`src/hw/rtl/hsv_to_rgb_converter_defines.svh`:
```
// Assertion macros for the HSV to RGB converter.
// Included by the top level; depends on nothing else.
`ifndef HSV_TO_RGB_CONVERTER_DEFINES_SVH
`define HSV_TO_RGB_CONVERTER_DEFINES_SVH

// Consequent must hold in the same cycle as the antecedent.
`define HSV2RGB_ASSERT_NOW(label, clk_sig, rst_sig, ante, cons, msg) \
  label: assert property (@(posedge clk_sig) disable iff (rst_sig) (ante) |-> (cons)) \
    else $error(msg);

// Consequent must hold in the cycle after the antecedent.
`define HSV2RGB_ASSERT_NEXT(label, clk_sig, rst_sig, ante, cons, msg) \
  label: assert property (@(posedge clk_sig) disable iff (rst_sig) (ante) |=> (cons)) \
    else $error(msg);

`endif

```
`src/hw/rtl/hsv2rgb_pkg.sv`:
```
// Shared constants and types for the HSV to RGB converter.
// No dependencies; imported by every module of the block.
`default_nettype none

package hsv2rgb_pkg;

  localparam int FRAC_BITS = 16;
  localparam int FIELD_W   = 17;
  localparam int HUE_W     = 17;
  localparam int PROD_W    = 2 * FIELD_W;

  localparam logic [FIELD_W-1:0] ONE = FIELD_W'(longint'(1) << FRAC_BITS);

  // Hue is in 1/256 degree units: a full turn is 360*256, a sector 60*256.
  localparam logic [HUE_W-1:0] HUE_FULL_TURN = HUE_W'(360 * 256);
  localparam logic [HUE_W-1:0] HUE_SECTOR    = HUE_W'(60 * 256);

  localparam int NUM_SECTORS = 6;
  localparam int SECTOR_W    = 3;
  localparam int REM_W       = $clog2(60 * 256);

  // Sector codes, named after the hue range each one covers.
  localparam logic [SECTOR_W-1:0] SEC_R_TO_Y = 3'd0;
  localparam logic [SECTOR_W-1:0] SEC_Y_TO_G = 3'd1;
  localparam logic [SECTOR_W-1:0] SEC_G_TO_C = 3'd2;
  localparam logic [SECTOR_W-1:0] SEC_C_TO_B = 3'd3;
  localparam logic [SECTOR_W-1:0] SEC_B_TO_M = 3'd4;
  localparam logic [SECTOR_W-1:0] SEC_M_TO_R = 3'd5;

  // The fraction f = (rem << FRAC_BITS) / HUE_SECTOR is computed as
  // (rem * F_MUL) >> F_SHIFT with a rounded-up reciprocal, which is exact
  // over the whole remainder range.
  localparam int     F_SHIFT = 18;
  localparam longint F_MUL_L = ((longint'(1) << (F_SHIFT + FRAC_BITS)) + (60 * 256) - 1)
                               / (60 * 256);
  localparam int     F_MUL_W = $clog2(F_MUL_L + 1);
  localparam logic [F_MUL_W-1:0] F_MUL = F_MUL_W'(F_MUL_L);
  localparam int     F_PROD_W = REM_W + F_MUL_W;

  typedef struct packed {
    logic [SECTOR_W-1:0] sector;
    logic [REM_W-1:0]    rem;
  } hue_split_t;

endpackage

`default_nettype wire

```
`src/hw/rtl/hsv2rgb_hue_split.sv`:
```
// Hue decode: folds hues of a full turn or more to zero, then splits the
// hue into a sector number and the remainder inside it. Uses hsv2rgb_pkg.
`default_nettype none

module hsv2rgb_hue_split
  import hsv2rgb_pkg::*;
(
  input  wire logic [HUE_W-1:0] hue,
  output hue_split_t            split
);

  logic [HUE_W-1:0]    hue_fold;
  logic [SECTOR_W-1:0] sector;
  logic [HUE_W-1:0]    base;
  logic [HUE_W-1:0]    rem_full;

  assign hue_fold = (hue >= HUE_FULL_TURN) ? '0 : hue;

  // Each boundary is tested independently; the highest one passed wins.
  always_comb begin
    sector = SEC_R_TO_Y;
    for (int k = 1; k < NUM_SECTORS; k++) begin
      if (hue_fold >= HUE_W'(k * (60 * 256))) begin
        sector = SECTOR_W'(k);
      end
    end
  end

  assign base     = HUE_W'(HUE_SECTOR * sector);
  assign rem_full = hue_fold - base;

  assign split.sector = sector;
  assign split.rem    = rem_full[REM_W-1:0];

endmodule

`default_nettype wire

```
`src/hw/rtl/hsv_to_rgb_converter.sv`:
```
// HSV to RGB converter, top level: a four-stage pipeline with stall.
// Depends on hsv2rgb_pkg, hsv2rgb_hue_split and the assertion macro header.
`default_nettype none
`include "hsv_to_rgb_converter_defines.svh"

// Usage
// The input channel carries one request per accepted cycle: hue (1/256
// degree units), saturation and brightness (unsigned, 16 fraction bits,
// 65536 is 1.0). A request is taken at a rising edge where in_valid is high
// and in_stall is low. Results leave on red, green and blue under out_valid
// and out_stall with the same rule.
// Path: a request accepted into the stage one registers passes through the
// stage two and three registers to the output registers under out_valid.
// Throughput is one request per cycle while out_stall stays low, through the four register stages: hue
// split, reciprocal multiply for the sector fraction, the saturation
// products, and the brightness products with the channel select.
// Each stage moves forward whenever it is empty or its successor moves, so
// while out_stall holds a result, earlier bubbles are still filled and
// in_stall rises only once all four stages hold a request. Nothing is lost
// or repeated across a stall.
// Reset (rst, synchronous) clears the stage valid bits only; the block
// keeps no other state.
module hsv_to_rgb_converter
  import hsv2rgb_pkg::*;
(
  input  wire logic               clk,
  input  wire logic               rst,
  input  wire logic               in_valid,
  output      logic               in_stall,
  input  wire logic [HUE_W-1:0]   hue,
  input  wire logic [FIELD_W-1:0] saturation,
  input  wire logic [FIELD_W-1:0] brightness,
  output      logic               out_valid,
  input  wire logic               out_stall,
  output      logic [FIELD_W-1:0] red,
  output      logic [FIELD_W-1:0] green,
  output      logic [FIELD_W-1:0] blue
);

  // Per-stage advance enables, computed back from the output.
  logic adv1, adv2, adv3, adv4;
  logic valid1, valid2, valid3;

  assign adv4     = !out_valid || !out_stall;
  assign adv3     = !valid3 || adv4;
  assign adv2     = !valid2 || adv3;
  assign adv1     = !valid1 || adv2;
  assign in_stall = !adv1;

  // Stage 1: clamp the unit inputs and split the hue into sector and remainder.
  hue_split_t           split;
  logic [FIELD_W-1:0]   sat_clamp, bri_clamp;
  logic [SECTOR_W-1:0]  sector1;
  logic [REM_W-1:0]     rem1;
  logic [FIELD_W-1:0]   sat1, bri1;

  hsv2rgb_hue_split u_hue_split (
    .hue   (hue),
    .split (split)
  );

  assign sat_clamp = (saturation > ONE) ? ONE : saturation;
  assign bri_clamp = (brightness > ONE) ? ONE : brightness;

  always_ff @(posedge clk) begin
    if (rst) begin
      valid1 <= 1'b0;
    end else if (adv1) begin
      valid1 <= in_valid;
    end
    if (adv1) begin
      sector1 <= split.sector;
      rem1    <= split.rem;
      sat1    <= sat_clamp;
      bri1    <= bri_clamp;
    end
  end

  // Stage 2: sector fraction by multiplying with the reciprocal of a sector.
  logic [F_PROD_W-1:0]  f_prod;
  logic [SECTOR_W-1:0]  sector2;
  logic [FIELD_W-1:0]   frac2;
  logic [FIELD_W-1:0]   sat2, bri2;

  assign f_prod = F_PROD_W'(rem1) * F_PROD_W'(F_MUL);

  always_ff @(posedge clk) begin
    if (rst) begin
      valid2 <= 1'b0;
    end else if (adv2) begin
      valid2 <= valid1;
    end
    if (adv2) begin
      sector2 <= sector1;
      frac2   <= FIELD_W'(f_prod[F_PROD_W-1:F_SHIFT]);
      sat2    <= sat1;
      bri2    <= bri1;
    end
  end

  // Stage 3: the three brightness scale factors 1-s, 1-s*f and 1-s*(1-f).
  logic [PROD_W-1:0]    sf_prod, sg_prod;
  logic [FIELD_W-1:0]   frac_inv;
  logic [SECTOR_W-1:0]  sector3;
  logic [FIELD_W-1:0]   kp3, kq3, kt3, bri3;

  assign frac_inv = ONE - frac2;
  assign sf_prod  = PROD_W'(sat2) * PROD_W'(frac2);
  assign sg_prod  = PROD_W'(sat2) * PROD_W'(frac_inv);

  always_ff @(posedge clk) begin
    if (rst) begin
      valid3 <= 1'b0;
    end else if (adv3) begin
      valid3 <= valid2;
    end
    if (adv3) begin
      sector3 <= sector2;
      kp3     <= ONE - sat2;
      kq3     <= ONE - sf_prod[FRAC_BITS+FIELD_W-1:FRAC_BITS];
      kt3     <= ONE - sg_prod[FRAC_BITS+FIELD_W-1:FRAC_BITS];
      bri3    <= bri2;
    end
  end

  // Stage 4: p, q and t, then pick the channels by sector. Zero saturation
  // makes every factor one, so grey needs no path of its own.
  logic [PROD_W-1:0]  p_prod, q_prod, t_prod;
  logic [FIELD_W-1:0] p_val, q_val, t_val;
  logic [FIELD_W-1:0] red_next, green_next, blue_next;

  assign p_prod = PROD_W'(bri3) * PROD_W'(kp3);
  assign q_prod = PROD_W'(bri3) * PROD_W'(kq3);
  assign t_prod = PROD_W'(bri3) * PROD_W'(kt3);
  assign p_val  = p_prod[FRAC_BITS+FIELD_W-1:FRAC_BITS];
  assign q_val  = q_prod[FRAC_BITS+FIELD_W-1:FRAC_BITS];
  assign t_val  = t_prod[FRAC_BITS+FIELD_W-1:FRAC_BITS];

  always_comb begin
    case (sector3)
      SEC_R_TO_Y: begin
        red_next = bri3;  green_next = t_val; blue_next = p_val;
      end
      SEC_Y_TO_G: begin
        red_next = q_val; green_next = bri3;  blue_next = p_val;
      end
      SEC_G_TO_C: begin
        red_next = p_val; green_next = bri3;  blue_next = t_val;
      end
      SEC_C_TO_B: begin
        red_next = p_val; green_next = q_val; blue_next = bri3;
      end
      SEC_B_TO_M: begin
        red_next = t_val; green_next = p_val; blue_next = bri3;
      end
      default: begin
        red_next = bri3;  green_next = p_val; blue_next = q_val;
      end
    endcase
  end

  always_ff @(posedge clk) begin
    if (rst) begin
      out_valid <= 1'b0;
    end else if (adv4) begin
      out_valid <= valid3;
    end
    if (adv4) begin
      red   <= red_next;
      green <= green_next;
      blue  <= blue_next;
    end
  end

  // Assertions.
  `HSV2RGB_ASSERT_NOW(a_frac_below_one, clk, rst, valid2, frac2 < ONE, "fraction reached one")
  `HSV2RGB_ASSERT_NOW(a_out_in_range, clk, rst, out_valid,
    (red <= ONE) && (green <= ONE) && (blue <= ONE), "output channel above one")
  `HSV2RGB_ASSERT_NEXT(a_stage1_holds, clk, rst, valid1 && !adv2,
    valid1 && $stable(sector1) && $stable(rem1), "stage one lost a held request")

endmodule

`default_nettype wire
```
`config.mk`:
```
export PLATFORM = sky130hd
export DESIGN_NAME = hsv_to_rgb_converter
export DESIGN_NICKNAME = d
export VERILOG_FILES = /design/src/hw/rtl/hsv2rgb_pkg.sv /design/src/hw/rtl/hsv2rgb_hue_split.sv /design/src/hw/rtl/hsv_to_rgb_converter.sv
export VERILOG_INCLUDE_DIRS = /design/src /design/src/hw/rtl
export SDC_FILE = /design/constraint.sdc
export NUM_CORES = 2
export LEC_CHECK = 0
export ABC_AREA = 1
export BUFFER_PORTS_ARGS = -buffer_cell sky130_fd_sc_hd__buf_2
export CAP_MARGIN = 10
export CORE_ASPECT_RATIO = 1.25
export CORE_UTILIZATION = 40
export CTS_CLUSTER_SIZE = 8
export DETAILED_ROUTE_END_ITERATION = 16
export GPL_TIMING_DRIVEN = 0
export PLACE_DENSITY = 0.63
export SLEW_MARGIN = 15
export SYNTH_ARGS = -nofsm -noshare
export SYNTH_HDL_FRONTEND = slang
export SYNTH_SLANG_ARGS = --single-unit
```
`constraint.sdc`:
```
create_clock -name clk -period 6.7 [get_ports clk]
set_input_delay 0.335 -clock clk [delete_from_list [all_inputs] [get_ports clk]]
set_output_delay 0.335 -clock clk [all_outputs]
set_load 0.02 [all_outputs]
```
# Word level (Yosys, flattened, before mapping)
# Cells that the tools add are included.
[totals]
wordCells = 68
register_bits = 231
input_bits = 55
output_inout_bits = 53
[op_classes]
n_eq_ne = 4
n_addsub = 5
n_mul = 7
n_mux = 9
n_reduce_logical = 15
n_lt_le_gt_ge = 8
[op_table]
columns = ["cell", "n"]
rows = [
  ["17-bit by 17-bit multiplier with 33-bit output", 5],
  ["17-bit case mux with 3 select lines", 3],
  ["17-bit subtractor (first input constant)", 4],
  ["17-bit by 16-bit greater-or-equal comparator with 1-bit output (second input constant)", 2],
  ["17-bit greater-or-equal comparator (second input constant)", 2],
  ["17-bit > comparator (second input constant)", 2],
  ["14-bit by 20-bit multiplier with 34-bit output (second input constant)", 1],
  ["17-bit by 14-bit greater-or-equal comparator with 1-bit output (second input constant)", 1],
  ["17-bit by 15-bit greater-or-equal comparator with 1-bit output (second input constant)", 1],
  ["17-bit 2-to-1 mux", 1],
  ["14-bit subtractor", 1],
  ["2-bit OR reduction", 4],
  ["3-bit by 2-bit == test with 1-bit output (second input constant)", 2],
  ["1-bit logical NOT", 6],
  ["3-bit 2-to-1 mux", 2],
  ["1-bit logical OR", 4],
  ["4-bit by 3-bit multiplier with 4-bit output (first input constant)", 1],
  ["2-bit 2-to-1 mux", 2],
  ["3-bit by 1-bit == test with 1-bit output (second input constant)", 1],
  ["3-bit == test (second input constant)", 1],
  ["3-bit logical NOT", 1],
  ["1-bit 2-to-1 mux", 1],
]

# Longest topological paths before layout
[logic_depth]
word_depth = 10
mapped_depth = 42
depth_no_buf = 39

# By module
# Synthesis repeated with hierarchy kept, for this count alone.
[unflattened]
cells_unflattened = 8041
hier_area_um2 = 61965.7
[by_module_without_submodules]
columns = ["module", "area_each_um2", "n_inst", "cells_per_inst", "seq_area_each_um2"]
rows = [
  ["hsv_to_rgb_converter", 61385.1, 1, 7943, 6896.6],
  ["hsv2rgb_hue_split", 580.6, 1, 98, 0.0],
]

# Worst setup path before layout
# Ideal clock, no wire load.
[synth_path]
kind = "flip-flop to flip-flop"
startpoint = "reg frac2[1]"
endpoint = "reg kt3[12] (data pin)"
t_required_ps = 6447
stages_incl_launch_ff = 39
t_arrival_ps = 6967
setup_slack_ps = -519
path_cell_list = "edfxtp_1 -> buf_6 -> clkbuf_1 -> inv_1 -> ha_1 -> nand3_1 -> nor2_2 -> inv_1 -> or2_1 -> o21ai_0 -> nand2_1 -> inv_2 -> buf_2 -> nand2_1 -> fa_1 -> inv_1 -> fa_1 -> inv_1 -> [... 3 more ...] -> fa_1 -> fa_1 -> ha_1 -> nand2_1 -> nor2_1 -> inv_1 -> nor3_1 -> nand2_1 -> nand2_1 -> xnor2_1 -> ha_1 -> nand3_1 -> nor2_2 -> nand2_1 -> nor2_4 -> nand3_1 -> nand2_1 -> nand2_1"
[synth_between]
elab_chain_cells = 3
[synth_lines]
columns = ["item", "line", "text"]
rows = [
  ["start, declared", "hsv_to_rgb_converter.sv:82", "logic [FIELD_W-1:0] frac2;"],
  ["start signal, assigned", "hsv_to_rgb_converter.sv:95", "frac2 <= FIELD_W'(f_prod[F_PROD_W-1:F_SHIFT]);"],
  ["17-bit subtractor", "hsv_to_rgb_converter.sv:107", "assign frac_inv = ONE - frac2;"],
  ["17-bit by 17-bit multiplier with 33-bit output", "hsv_to_rgb_converter.sv:109", "assign sg_prod = PROD_W'(sat2) * PROD_W'(frac_inv);"],
  ["17-bit subtractor", "hsv_to_rgb_converter.sv:121", "kt3 <= ONE - sg_prod[FRAC_BITS+FIELD_W-1:FRAC_BITS];"],
  ["end signal, assigned", "hsv_to_rgb_converter.sv:121", ""],
  ["end, declared", "hsv_to_rgb_converter.sv:105", "logic [FIELD_W-1:0] kp3, kq3, kt3, bri3;"],
]
# No other way between the ends.
# A chain may end at the register's enable or synchronous reset.

# Final worst setup path
[layout_path]
startpoint = "reg frac2[1]"
endpoint = "reg kt3[8] (data pin)"
# The elaborated chain is that of the path after synthesis.

==> results.json <==
{
  "die_h_um": 443,
  "dr.pass1.iters": 6,
  "path_class": "reg2reg",
  "die_area_mm2": 0.157,
  "vias": 53800,
  "final_hold_viol_count": 0,
  "seq_area_mm2": 0.00690,
  "yosysWarningCount": 0,
  "whs_endpoint": "sat1[14]$_SDFFCE_PN0N_",
  "numCtsBuffers": 37,
  "finalSetupTns_ns": -8.10,
  "io_pins": 108,
  "final_common_cell": "inv_1",
  "grt_pass1_wl_mm": 328,
  "cp_top_family": "adder cells",
  "ant_nets": 0,
  "start_util_pct": 40.3,
  "grt_max_degree": 55,
  "syn_to_final_growth_pct": 13.1,
  "r2r_slack_ns": -0.68,
  "synth_cell_types": 53,
  "finalCriticalPeriod_ns": 7.38,
  "multi_input_area_mm2": 0.0474,
  "drv_slew": 0,
  "tightest_slew_ns": 1.09,
  "drc": 0,
  "clock_latency_ns": 0.62,
  "cts_tree": "built",
  "final_cell_mix": "2102 x inv_1, 2092 x nand2_1, 1116 x fa_1",
  "holdPathStages": 3,
  "gr-total-overflow": 0,
  "critPathArrivalTime_ns": 7.83,
  "nNetsFinal": 10100,
  "first_global_vias": 56100,
  "drive_gt1_share_pct": 11.5,
  "io_buffer_count": 107,
  "coreArea_mm2": 0.154,
  "avgSynthCellArea_um2": 7.72,
  "finalHoldWorstSlack_ns": 0.0347,
  "reg2regPathDepth": 33,
  "syn-num-nets": 9834,
  "crit_slowest_cell": "fa_1",
  "fillerInstances": 15400,
  "post_synth_instance_area_mm2": 0.0621,
  "synth_area_leaders": "fa_1 36%, nand2_1 13%, inv_1 13%, ha_1 12%, edfxtp_1 11%",
  "row_count": 161,
  "cts_buffer_depth": 3,
  "avgRoutedWirePerCell_um": 20.9,
  "r2r-start": "frac2[1]$_DFFE_PP_",
  "yosysSeqAreaShare_pct": 11.1,
  "dp_hpwl_mm": 181,
  "postRouteWirelength_mm": 218,
  "cts-root-buf": "clkbuf_16",
  "synthCells": 8048,
  "clock_sinks": 231,
  "layout_setup_ws_ns": -0.675,
  "drt_iter0_markers": 4103,
  "diodes": 0,
  "violations": "negative setup slack",
  "die_x_um": 355,
  "worstPathRequired_ns": 7.15,
  "ctsHtreeMaxLevel": 2,
  "synth-main-ff-cell": "edfxtp_1",
  "relSlewSlack_pct": 26.9,
  "drv_cap": 0,
  "max_freq_ghz": 0.136,
  "finClkSkew_ns": 0.0442,
  "gp_congestion": 1.01,
  "antenna_found_initial": 3,
  "cp-end-kind": "flip-flop",
  "critPathMaxStageDelay_ns": 0.55,
  "min-delay-start": "saturation[14]",
  "critPathBufInv": 8,
  "finalSetupViolations": 15,
  "synth_async_sr_flop_share_pct": 0,
  "grt_usage_pct": 27.9,
  "synth_edf_count": 227,
  "worstReg2RegEnd": "kt3[8]$_DFFE_PP_",
  "status": "finished with violations",
  "cp_max_fo": 7,
  "final_core_util_pct": 45.6,
  "crit_path_frequent_cell": "fa_1",
  "ys_ff_latch": 231,
  "route.detailed.vias_per_inst": 5.17,
  "rsz0062_at_grt": "true",
  "cp-start-kind": "flip-flop",
  "fin_crit_sh_pct": 110,
  "synth_top_area_share_pct": 36.3,
  "hp-class": "in2reg",
  "clkTransAtPathRegs_ns": 0.08,
  "synth_largest_area_cell": "fa_1"
}
[cells in the mapped netlist, types with 56 or more instances]
library cell	count
clkbuf_1	286
nand3_1	303
ha_1	605
edfxtp_1	227
fa_1	1126
o21ai_0	89
inv_1	2143
a21oi_1	143
xor2_1	56
nand2_1	2189
nor2_1	423
nand4_1	106
[registers in the layout, indices dropped and copies added (netlist names)]
name       count
blue          17
bri1          17
bri2          17
bri3          17
frac2         17
green         17
kp3           17
kq3           17
kt3           17
red           17
sat1          17
sat2          17
rem1          14
sector1        3
sector2        3
sector3        3
out_valid      1
valid1         1
valid2         1
valid3         1
[worst min-delay path: stages]
cell and delay (ns):
buf_2 0.09, inv_1 0.03, nor2_1 0.08
[routing by layer]
metal,share of wire [%],GRT usage [%]
met3,7.5,4.67
met4,10,22.4
met1,35,31.3
met2,47,46.8
met5,0.019,0
[how the worst max path moves through the flow]
stage                                  end          startpoint  depth (start not counted)
floorplan                kt3[12]$_DFFE_PP_  frac2[1]$_DFFE_PP_                         39
global placement    sat1[14]$_SDFFCE_PN0N_           out_stall                          8
detailed placement        kt3[8]$_DFFE_PP_  frac2[0]$_DFFE_PP_                         34
CTS                      kt3[12]$_DFFE_PP_  frac2[0]$_DFFE_PP_                         35
global route              kt3[8]$_DFFE_PP_  frac2[1]$_DFFE_PP_                         34
finish                    kt3[8]$_DFFE_PP_  frac2[1]$_DFFE_PP_                         33
[cell type report]
cell class	instances	share of cell area [%]
multi-input combinational	5332	67.5
inverter	2164	11.6
sequential	231	9.82
timing repair buffer	345	3.86
tap	2037	3.63
buffer	240	2.02
clock buffer	48	1.38
clock inverter	11	0.144
[stage by stage]
stage               std cells  setup WS (ns)  cell area, um^2
floorplan                8048         -0.160            62200
global placement        10200          -2.16            65300
detailed placement      10200          -1.49            65400
CTS                     10300         -0.593            68600
global route            10400         -0.965            70300
finish                  10400         -0.675            70300
[cell families after synthesis]
logic type | after synthesis | share of synthesized area [%]
AO/OA/AOI/OAI | 334 | 3.05
XOR/XNOR | 90 | 1.28
flip-flops | 231 | 11.1
AND/OR/NAND/NOR | 3177 | 21.0
buffers and inverters | 2485 | 15.1
adder cells (fa/ha/maj) | 1731 | 48.5
[timing repair]
| action | in CTS | in global routing |
|---|---|---|
| buffers inserted | 139 | 91 |
| hold endpoints to repair | 6 | 0 |
| hold buffers | 4 | 0 |
| cloned | 1 | 0 |
| pin swaps | 72 | 109 |
| gates resized for setup | 353 | 384 |
| endpoints found under the setup margin | 85 | 83 |
Power is left out: the tool's default activity adds up to more than one toggle a clock period on the data nets, which glitch-free logic cannot reach.
